==> src/htb_ram.sv <==
// Synchronous single-write, single-read memory with registered read data.
// Used for the node tables and the leaf symbol table; no package use.
`timescale 1ns / 1ps
`default_nettype none

module htb_ram #(
    parameter int WIDTH = 8,
    parameter int DEPTH = 64
) (
    input  wire logic                     clk,
    input  wire logic                     we,
    input  wire logic [$clog2(DEPTH)-1:0] waddr,
    input  wire logic [WIDTH-1:0]         wdata,
    input  wire logic [$clog2(DEPTH)-1:0] raddr,
    output logic      [WIDTH-1:0]         rdata
);

    logic [WIDTH-1:0] mem [DEPTH];

    // write port
    always_ff @(posedge clk)
    begin
        if (we)
        begin
            mem[waddr] <= wdata;
        end
    end

    // registered read port
    always_ff @(posedge clk)
    begin
        rdata <= mem[raddr];
    end

endmodule

`default_nettype wire

==> config.mk <==
export PLATFORM = sky130hd
export DESIGN_NAME = htb_ram
export DESIGN_NICKNAME = d
export VERILOG_FILES = /design/src/htb_ram.sv
export SDC_FILE = /design/constraint.sdc
export NUM_CORES = 1
export LEC_CHECK = 0
export BUFFER_PORTS_ARGS = -buffer_cell sky130_fd_sc_hd__buf_2
export CAP_MARGIN = 25
export CORE_MARGIN = 2
export CORE_UTILIZATION = 60
export CTS_BUF_LIST = sky130_fd_sc_hd__clkbuf_8
export CTS_CLUSTER_DIAMETER = 60
export DETAILED_ROUTE_END_ITERATION = 10
export MAX_ROUTING_LAYER = met4
export PLACE_DENSITY = 0.74
export SLEW_MARGIN = 20
export SYNTH_ARGS = -nofsm -noshare
export SYNTH_HDL_FRONTEND = slang
export SYNTH_SLANG_ARGS = --single-unit
==> constraint.sdc <==
create_clock -name clk -period 2.55 [get_ports clk]
set_clock_uncertainty 0.2 [all_clocks]
set_input_delay 0.1275 -clock clk [delete_from_list [all_inputs] [get_ports clk]]
set_output_delay 0.1275 -clock clk [all_outputs]
set_load 0.01 [all_outputs]
=== After elaboration in Yosys (flattened, before gate mapping) ===
Memories as Yosys holds them, arrays and structs flattened. A register that Yosys moved wholly into a read port is not among the register bits.
Cells that the tools add are included.

* Register bits after elaboration: 0
* Bits in writable memories: 512
* Input bits: 22
* Logic and storage cells: 3
* Memories: 1

* Muxes and demuxes: 2

{| class="wikitable"
|+ Memory list
! name !! words !! width !! read ports !! clocked after Yosys merged registers in !! write ports !! RTL line !! RTL
|-
| mem || 64 || 8 || 1 || 1 || 1 || 18 || <nowiki>logic [WIDTH-1:0] mem [DEPTH];</nowiki>
|}

{| class="wikitable"
|+ Operator list
! cell !! count
|-
| $mux W1 || 2
|}

=== Depth between registers and ports, before layout ===
Gate-level depths: netlist (run 1).

* Depth after elaboration: 2
* Gate-level depth with buffers: 9
* Gate-level depth less buffers: 5

=== Worst setup path after synthesis (run 1) ===
Ideal clock, no wire load.

* Path kind: input to register
* Start point: in raddr[1]
* End point: reg rdata[3] (read register of mem)
* Library setup time: 0.128 ns
* Arrival: 1.667 ns
* Required time: 2.222 ns
* Path slack: 0.555 ns
* Stages on the path: 7
* Buffers on the path: 3
* Path through: buf_4 buf_2 buf_2 mux4_2 mux4_2 o21ai_1 o41ai_1

{| class="wikitable"
|+ RTL lines
! item !! RTL line !! RTL
|-
| from (decl) || 14 || <nowiki>input wire logic [$clog2(DEPTH)-1:0] raddr,</nowiki>
|-
| to (decl) || 15 || <nowiki>output logic [WIDTH-1:0] rdata</nowiki>
|}

==> out/metrics.yaml, run 1 <==
ys_async_sr_fraction_pct: 0
period_share_pct: 92.5
core_area_um2: 33300
ant_nets: 0
ir_worst_vdd_uv: 516
worst_path_max_delay_cell: "mux4_2"
yosys.cell_count.top_type: "edfxtp_1"
wl_per_cell_um: 26.7
combPwrFrac_pct: 5.5
worstPathCellList: "mux4_2, mux2_2, o221a_2, nor3_1, o32ai_1"
cts_made_buffers: 81
grt_max_degree: 65
synthTopCellsByArea: "edfxtp_1 76%, mux4_2 14%, nor2_1 1.5%"
die_h_um: 187
crit-reg2reg-launch: "mem[21][6]"
synth-edff-count: 512
place_congestion: 0.864
rsz0062_at_grt: "false"
seq_power_share_pct: 56.2
cpPeakStageDelay_ns: 0.47
netSwitchingPower_mw: 3.69
slew_viol_final: 0
synth_top_cell_by_area: "edfxtp_1"
ys_seq_area_share_pct: 77.0
initial_core_util_pct: 60.6
viasPerCell: 6.26
maxSlewHeadroom_pct: 29.0
routed_wl_um: 43800
grt_usage_pct: 26.7
reg2reg_depth: 5
cts_hold_buf: 17
timing_worst_setup_path_type: "reg -> reg"
die-area_um2: 35100
cts_num_sinks: 520
cp.arrival_ns: 2.65
syn_area_per_cell_um2: 21.5
intPower_mw: 13.2
port_buffers: 29
place_hpwl_um: 27000
rows: 67
ys_types: 40
setup_ws_ns: 0.192
worstSetupStartpointType: "flop"
dr.pass1.iters: 5
hold_path.class: "in -> reg"
worst_slew_pin_slew_ns: 1.06
synthCells: 940
final_util_pct: 69.7
clk_latency_ns: 0.64
clockBufferDepth: 3
layout.nets: 1148
cp_data_required_time_ns: 2.84
grt_antenna_before_repair: 2
cellLeakagePower_nw: 7.64
worstPathMaxFanout: 1
clk_pin_slew_ns: 0.06
fin_crit_ns: 2.36
path_depth: 5
syn_nets: 962
cts_resized: 0
cts_tree: "done"
synth_commonest_cells: "512 x edfxtp_1, 126 x mux4_2, 83 x nor2_1, 23 x mux2i_1, 19 x nand2_1"
drive_gt1_share_pct: 31.8
die_w_um: 187
vias: 10300
postCtsSetupBuffers: 0
fin_tns_setup_ns: 0
outcome: "finished, final reports clean"
cts_htree_levels: 3
powerDensity_nw_per_um2: 729
drt-initial-drc-count: 1212
areaGrowthSynthToFinish_pct: 15.1
grt_pass1_wl_um: 65500
crit_path_end: "rdata[6]"
ys_warn_count: 0
io_pins: 30
drv_cap: 0
clockPowerShare_pct: 38.3
ys.flop_type: "edfxtp_1"
timing.rr.end: "rdata[6]"
hold_viol: 0
swShare_pct: 21.8
grt_overflow: 0
crit_start: "mem[21][6]"
critical_path.endpoint_type: "flop"
fmax_ghz: 0.424
grt_pass1_vias: 10400
setup_viol: 0
pre_cts_slack_ns: -0.0330
root_buffer: "clkbuf_8"
synth-seq-cells: 520
synth_top_area_share_pct: 76.2
drc_errors: 0
rrSetupSlack_ns: 0.19
nFillCells: 2046
cp_top_family: "multiplexers"
worst-path-buf-inv: 0
syn-cell-area_um2: 20200
[metrics by stage]
stage / cell area, um2 / std cells / hold WS (ns) / power [mW]
after floorplan: 20200 / 940 / 0.0264 / 10.2
after global placement: 21500 / 1474 / 0.382 / 10.6
after detailed placement: 21500 / 1474 / 0.375 / 10.6
after CTS: 23200 / 1636 / 0.0343 / 17.0
after global routing: 23200 / 1638 / 0.0659 / 17.4
final: 23200 / 1638 / 0.0635 / 16.9
[worst min path at each step]
stage             start  slack (ns)  depth (start not counted)         end
2_1_floorplan  wdata[0]        0.03                          0   mem[0][0]
3_3_place_gp   rdata[2]        0.38                          1    rdata[2]
3_5_place_dp   rdata[2]        0.38                          1    rdata[2]
4_1_cts        wdata[6]        0.03                          1  mem[63][6]
5_1_grt        raddr[2]        0.07                          4    rdata[5]
6_report       raddr[2]        0.06                          4    rdata[5]
[layout make-up]
| class | count | area (um2) | area share (%) |
|---|---|---|---|
| flip-flops and latches | 520 | 15500 | 66.9 |
| multi-input cells | 369 | 4320 | 18.6 |
| clock buffers | 84 | 1160 | 4.98 |
| clock inverters | 61 | 343 | 1.48 |
| well taps | 448 | 561 | 2.42 |
| diodes | 2 | 5.00 | 0.0216 |
| repair buffers | 154 | 1290 | 5.56 |
[placed cells by master (no fill, tap or decap), drive strengths merged, types with 3 or more instances in the layout]
cell and count:
o221ai 8, bufinv 3, a22oi 3, a221oi 6, dfxtp 8, buf 136, edfxtp 512, o21ai 4
a21oi 3, clkinv 20, nand2b 7, o2bb2ai 3, clkbuf 85, mux4 126, a211oi 4, nor3 7
inv 35, nand2 19, nor2 83, o2111ai 3, nor2b 14, o22ai 8, dlygate4sd3 17, mux2i 23
nand3 13, nand3b 3, clkinvlp 3, mux2 13
[flip-flops by register name (all words and copies together) (netlist names)]
name,flops
mem,512
rdata,8
[worst reg2reg max path, delay by kind of cell, from the launching register on]
family | cells | cell delay [ns]
simple gates | 1 | 0.47
mux | 2 | 0.75
flops | 1 | 0.35
compound gates | 2 | 0.46
[power by group through the flow]
stage,Clock [mW],Sequential (mW),Combinational [mW]
after CTS,6.59,9.50,0.933
after global routing,6.95,9.50,0.986
after global placement,0,9.67,0.899
after detailed placement,0,9.68,0.915
after floorplan,0,9.66,0.504
final,6.48,9.50,0.931
[metal layers]
| layer | global-route usage (%) | up-vias | part of all wire, % |
|---|---|---|---|
| met1 | 36.9 | 5329 | 39 |
| met2 | 40.5 | 515 | 49 |
| met5 | - | - | 0 |
| met4 | 9.04 | 0 | 2.7 |
| li1 | - | 4315 | - |
| met3 | 5.72 | 91 | 9.3 |
[cell families (layout without fill, tap and decap cells)]
group                  count (synthesis)  after routing  synth area share, %
muxes                                162            162                 15.9
and+or+nand+nor                      153            153                 3.39
other                                  0              2                    0
AOI/OAI and AO/OA                     54             54                 2.07
buffers and inverters                 51            299                 1.57
DFF                                  520            520                 77.0
Note: power is estimated with default switching activity, not from simulation.
==> run 2, diff against run 1 <==
Settings changed: CORE_UTILIZATION 60 to 59, PLACE_DENSITY 0.74 to 0.76.
Clock period 2.55 ns to 2.1 ns, I/O delays scaled along.
==> out/metrics.yaml, run 2 (synthesis results as in run 1) <==
cts_num_sinks: 520  # unchanged
final_common_cell: "edfxtp_1"
crit-reg2reg-launch: "mem[28][4]"
postCtsSetupBuffers: 0  # unchanged
powerDensity_nw_per_um2: 865  # +19%
viasPerCell: 6.20  # -0.95%
setup_viol: 1  # +1
pre_cts_slack_ns: -0.584  # -0.551 ns
clk_pin_slew_ns: 0.06  # about the same
final_cell_mix: "512 x edfxtp_1, 129 x buf_4, 126 x mux4_2"
drt-initial-drc-count: 1334  # +10%
routed_wl_um: 45100  # +3.0%
cp.arrival_ns: 2.50  # -0.15 ns
hold_path.class: "in -> reg"
clockBufferDepth: 3  # unchanged
grt_overflow: 0  # unchanged
drive_gt1_share_pct: 34.1  # +2.3 points
grt_pass1_wl_um: 66800  # +2.0%
core_area_um2: 33600  # +1.0%
wl_per_cell_um: 27.1  # +1.3%
grt_pass1_vias: 10600  # +1.5%
worstPathMaxFanout: 1  # unchanged
rrSetupSlack_ns: -0.12  # -0.31 ns
worst_slew_pin_slew_ns: 0.658  # -0.407 ns
wl_met1_um: 17900  # +3.7%
critical_path.endpoint_type: "flop"
maxSlewHeadroom_pct: 56.1  # +27 points
timing.rr.end: "rdata[4]"
cts_made_buffers: 79  # -2.5%
drc_errors: 0  # unchanged
worstSetupStartpointType: "flop"
drv_cap: 0  # unchanged
grt_antenna_before_repair: 2  # unchanged
largest-register: "mem"
clk_latency_ns: 0.62  # -0.02 ns
power.total_mw: 20.3  # +20%
rsz0062_at_grt: "true"
root_buffer: "clkbuf_8"
fin_hold_ws_ns: -0.254  # -0.318 ns
outcome: "finished with violations"
vias: 10300  # +0.68%
die-area_um2: 35700  # +1.7%
cp_data_required_time_ns: 2.38  # -0.46 ns
largest_reg_flops: 512  # unchanged
fmax_ghz: 0.451  # +6.4%
place_congestion: 0.883  # +2.2%
fin_tns_setup_ns: -0.117  # -0.117 ns
grt_usage_pct: 26.9  # +0.21 points
met2WireLength_um: 22300  # +4.4%
cellLeakagePower_nw: 7.79  # +1.9%
reg2reg_depth: 5  # unchanged
ant_nets: 0  # unchanged
slew_viol_final: 0  # unchanged
grt_max_degree: 65  # unchanged
layout.nets: 1178  # +2.6%
crit_start: "mem[28][4]"
ir_worst_vdd_uv: 723  # +40%
cts_hold_buf: 13  # -4
largest_registers: "mem x512, rdata x8"
routed.top_layer: "met4"
dp.cells: 1510  # +2.4%
wl_met3_um: 3940  # -3.7%
cts_htree_levels: 3  # unchanged
die_w_um: 189  # +0.82%
rows: 67  # unchanged
timing_worst_setup_path_type: "reg -> reg"
dr.pass1.iters: 5  # unchanged
die_h_um: 189  # +0.82%
areaGrowthSynthToFinish_pct: 16.4
crit_path_end: "rdata[4]"
final_util_pct: 69.8  # +0.12 points
initial_core_util_pct: 60.0  # -0.60 points
hold_viol: 8  # +8
finalNonFillerCells: 1665  # +1.6%
setup_ws_ns: -0.117  # -0.309 ns
place_hpwl_um: 29200  # +8.1%
period_share_pct: 106  # +13 points
fin_crit_ns: 2.22  # -0.141 ns
violations: "hold timing, setup timing"
port_buffers: 29  # unchanged
io_pins: 30  # unchanged
cts_tree: "done"
run 2: cell types whose count changed in the layout (fill, tap and decap cells not counted), moves of 4 or more:
cell,before,now
buf_12,12,17
buf_4,98,129
inv_1,32,26
dlygate4sd3_1,17,13
clkinv_1,13,19
run 2: report_power, final:
| group | total [mW] | internal [mW] | switching [mW] |
|---|---|---|---|
| sequential | 11.5 | 11.5 | 0.0400 |
| clock | 7.57 | 3.88 | 3.69 |
| combinational | 1.21 | 0.524 | 0.691 |
run 2: layer usage:
metal	vias to the layer above	track usage (%)
met5	-	-
met4	0	8.41
met3	77	4.82
met2	537	41.7
met1	5329	37.4
li1	4377	-
run 2: worst min path at each step:
stage                     cells after the start  slack, ns   endpoint     start
after floorplan                               0      0.004  mem[0][0]  wdata[0]
after global placement                        1       0.31   rdata[5]  rdata[5]
after detailed placement                      1       0.31   rdata[5]  rdata[5]
after CTS                                     3      -0.29   rdata[2]  raddr[5]
after global routing                          3      -0.26   rdata[2]  raddr[5]
final                                         3      -0.25   rdata[2]  raddr[5]
run 2: metrics by stage:
stage / instance area, um2 / hold WS, ns
finish: 23500 / -0.254
global route: 23500 / -0.264
CTS: 23500 / -0.287
detailed placement: 21900 / 0.305
global placement: 21900 / 0.307
floorplan: 20200 / 0.00387
run 2: worst max-delay path: stages (launching register included):
cell and delay, ns:
edfxtp_1 0.37, mux4_2 0.50, mux2_2 0.29, o221a_2 0.32, nor3_4 0.26, o32ai_1 0.14
run 2: layout make-up:
class | count | area (um2)
flip-flops and latches | 520 | 15500
fillers | 2007 | 10100
multi-input cells | 369 | 4360
repair buffers | 186 | 1580
clock buffers | 86 | 1180
well taps | 448 | 561
clock inverters | 55 | 250
diodes | 1 | 2.50
run 2: what timing repair did:
item	in CTS	in global routing
gates cloned	0	0
gates resized for setup	6	4
pin swaps	2	0
setup endpoints to repair	4	4
hold endpoints to repair	350	8
==> run 3, diff against run 2 <==
Settings changed: CTS_CLUSTER_DIAMETER 60 to default, HOLD_SLACK_MARGIN from default to 0.1.
Clock period 2.1 ns to 1.94 ns, I/O delays scaled along.
==> out/metrics.yaml, run 3 (synthesis results as in run 1) <==
port_buffers: 29  # unchanged
cp.arrival_ns: 2.35  # -0.15 ns
setup_ws_ns: -0.125  # -0.00761 ns
dr.pass1.iters: 6  # +1
vias: 10600  # +2.6%
largest-register: "mem"
critical_path.endpoint_type: "flop"
cts_htree_levels: 3  # unchanged
areaGrowthSynthToFinish_pct: 18.3
final_common_cell: "edfxtp_1"
clk_latency_ns: 0.63  # about the same
powerDensity_nw_per_um2: 936  # +8.2%
cts_num_sinks: 520  # unchanged
fmax_ghz: 0.484  # +7.4%
place_hpwl_um: 28900  # -1.1%
maxSlewHeadroom_pct: 53.4  # -2.8 points
wl_per_cell_um: 26.7  # -1.4%
ant_nets: 0  # unchanged
drc_errors: 0  # unchanged
hold_viol: 8  # unchanged
rsz0062_at_grt: "true"
fin_crit_ns: 2.06  # -0.152 ns
slew_viol_final: 0  # unchanged
largest_registers: "mem x512, rdata x8"
grt_antenna_before_repair: 0  # -2
core_area_um2: 33600  # unchanged
io_pins: 30  # unchanged
fin_hold_ws_ns: -0.292  # -0.0375 ns
die-area_um2: 35700  # unchanged
worstSetupStartpointType: "flop"
die_w_um: 189  # unchanged
drt-initial-drc-count: 1202  # -9.9%
ir_worst_vdd_uv: 632  # -13%
grt_overflow: 0  # unchanged
final_cell_mix: "512 x edfxtp_1, 148 x buf_4, 126 x mux4_2"
outcome: "finished with violations"
grt_pass1_vias: 10900  # +3.1%
rows: 67  # unchanged
layout.nets: 1205  # +2.3%
largest_reg_flops: 512  # unchanged
nFillCells: 1968  # -1.9%
cts_tree: "done"
drv_cap: 0  # unchanged
place_congestion: 0.861  # -2.5%
clockBufferDepth: 3  # unchanged
final_area_um2: 23800  # +1.6%
hold_path.class: "in -> reg"
root_buffer: "clkbuf_8"
period_share_pct: 106  # +0.85 points
worstPathMaxFanout: 1  # unchanged
cp_data_required_time_ns: 2.22  # -0.16 ns
timing_worst_setup_path_type: "reg -> reg"
routed_wl_um: 45100  # about the same
placed_area_um2: 22000  # +0.48%
drive_gt1_share_pct: 35.5  # +1.3 points
cts_made_buffers: 80  # +1.3%
clk_pin_slew_ns: 0.06  # about the same
diodes: 0  # -1
viasPerCell: 6.27  # +1.2%
initial_core_util_pct: 60.0  # unchanged
violations: "hold timing, setup timing"
grt_pass1_wl_um: 67800  # +1.5%
grt_max_degree: 65  # unchanged
worst_slew_pin_slew_ns: 0.699  # +0.0415 ns
grt_usage_pct: 27.1  # +0.18 points
die_h_um: 189  # unchanged
setup_viol: 5  # +4
cellLeakagePower_nw: 7.97  # +2.3%
==> run 3: power by group <==
| part | switching, mW | internal, mW |
|---|---|---|
| registers | 0.0505 | 12.4 |
| clock network | 4.05 | 4.41 |
| logic | 0.765 | 0.612 |
==> run 3: worst max-delay path: stages, from the launching register on <==
cell	delay [ns]
edfxtp_1	0.39
mux4_2	0.50
mux2_4	0.30
o221a_4	0.28
nor3_4	0.15
o32ai_1	0.11
==> run 3: worst paths after layout <==
check	end	startpoint	depth (start not counted)	slack (ns)
worst min register to register	rdata[6]	mem[30][6]	3	0.66
worst max register to register	rdata[6]	mem[21][6]	5	-0.12
worst max-delay path	rdata[6]	mem[21][6]	5	-0.12
worst min-delay path	rdata[2]	raddr[5]	3	-0.29
==> run 3: cell type report <==
cell class	instances	area, um2	share of cell area [%]
timing repair buffer	212	1820	7.61
clock inverter	56	319	1.34
sequential	520	15500	65.1
tap	448	561	2.35
multi-input combinational	369	4460	18.7
clock buffer	84	1160	4.85
==> run 3: routing by layer <==
layer	global-route usage, %	share of wire, %	wire length (um)	vias to the layer above
met5	-	0	0	-
met3	5.12	8.2	3690	117
li1	-	-	-	4421
met4	10.8	3.5	1600	0
met2	40.6	48	21800	554
met1	37.8	40	18100	5498
==> run 3: what timing repair did <==
item,4_1_cts,5_1_grt
endpoints found under the hold margin,764,72
hold buffers,22,1
setup buffers,0,2
endpoints found under the setup margin,8,28
pin swaps,5,3
gates resized for setup,24,8
==> run 3: through the flow <==
step | total power, mW | utilization [%] | TNS, ns | cells | worst slack, ns
floorplan | 13.4 | - | 0 | 940 | 0.00302
global placement | 14.0 | 65.2 | -2.87 | 1522 | -0.454
detailed placement | 14.0 | 65.4 | -3.10 | 1524 | -0.442
CTS | 22.4 | 70.8 | -0.402 | 1686 | -0.143
global route | 23.0 | 70.9 | -0.632 | 1689 | -0.147
finish | 22.3 | 70.9 | -0.346 | 1689 | -0.125
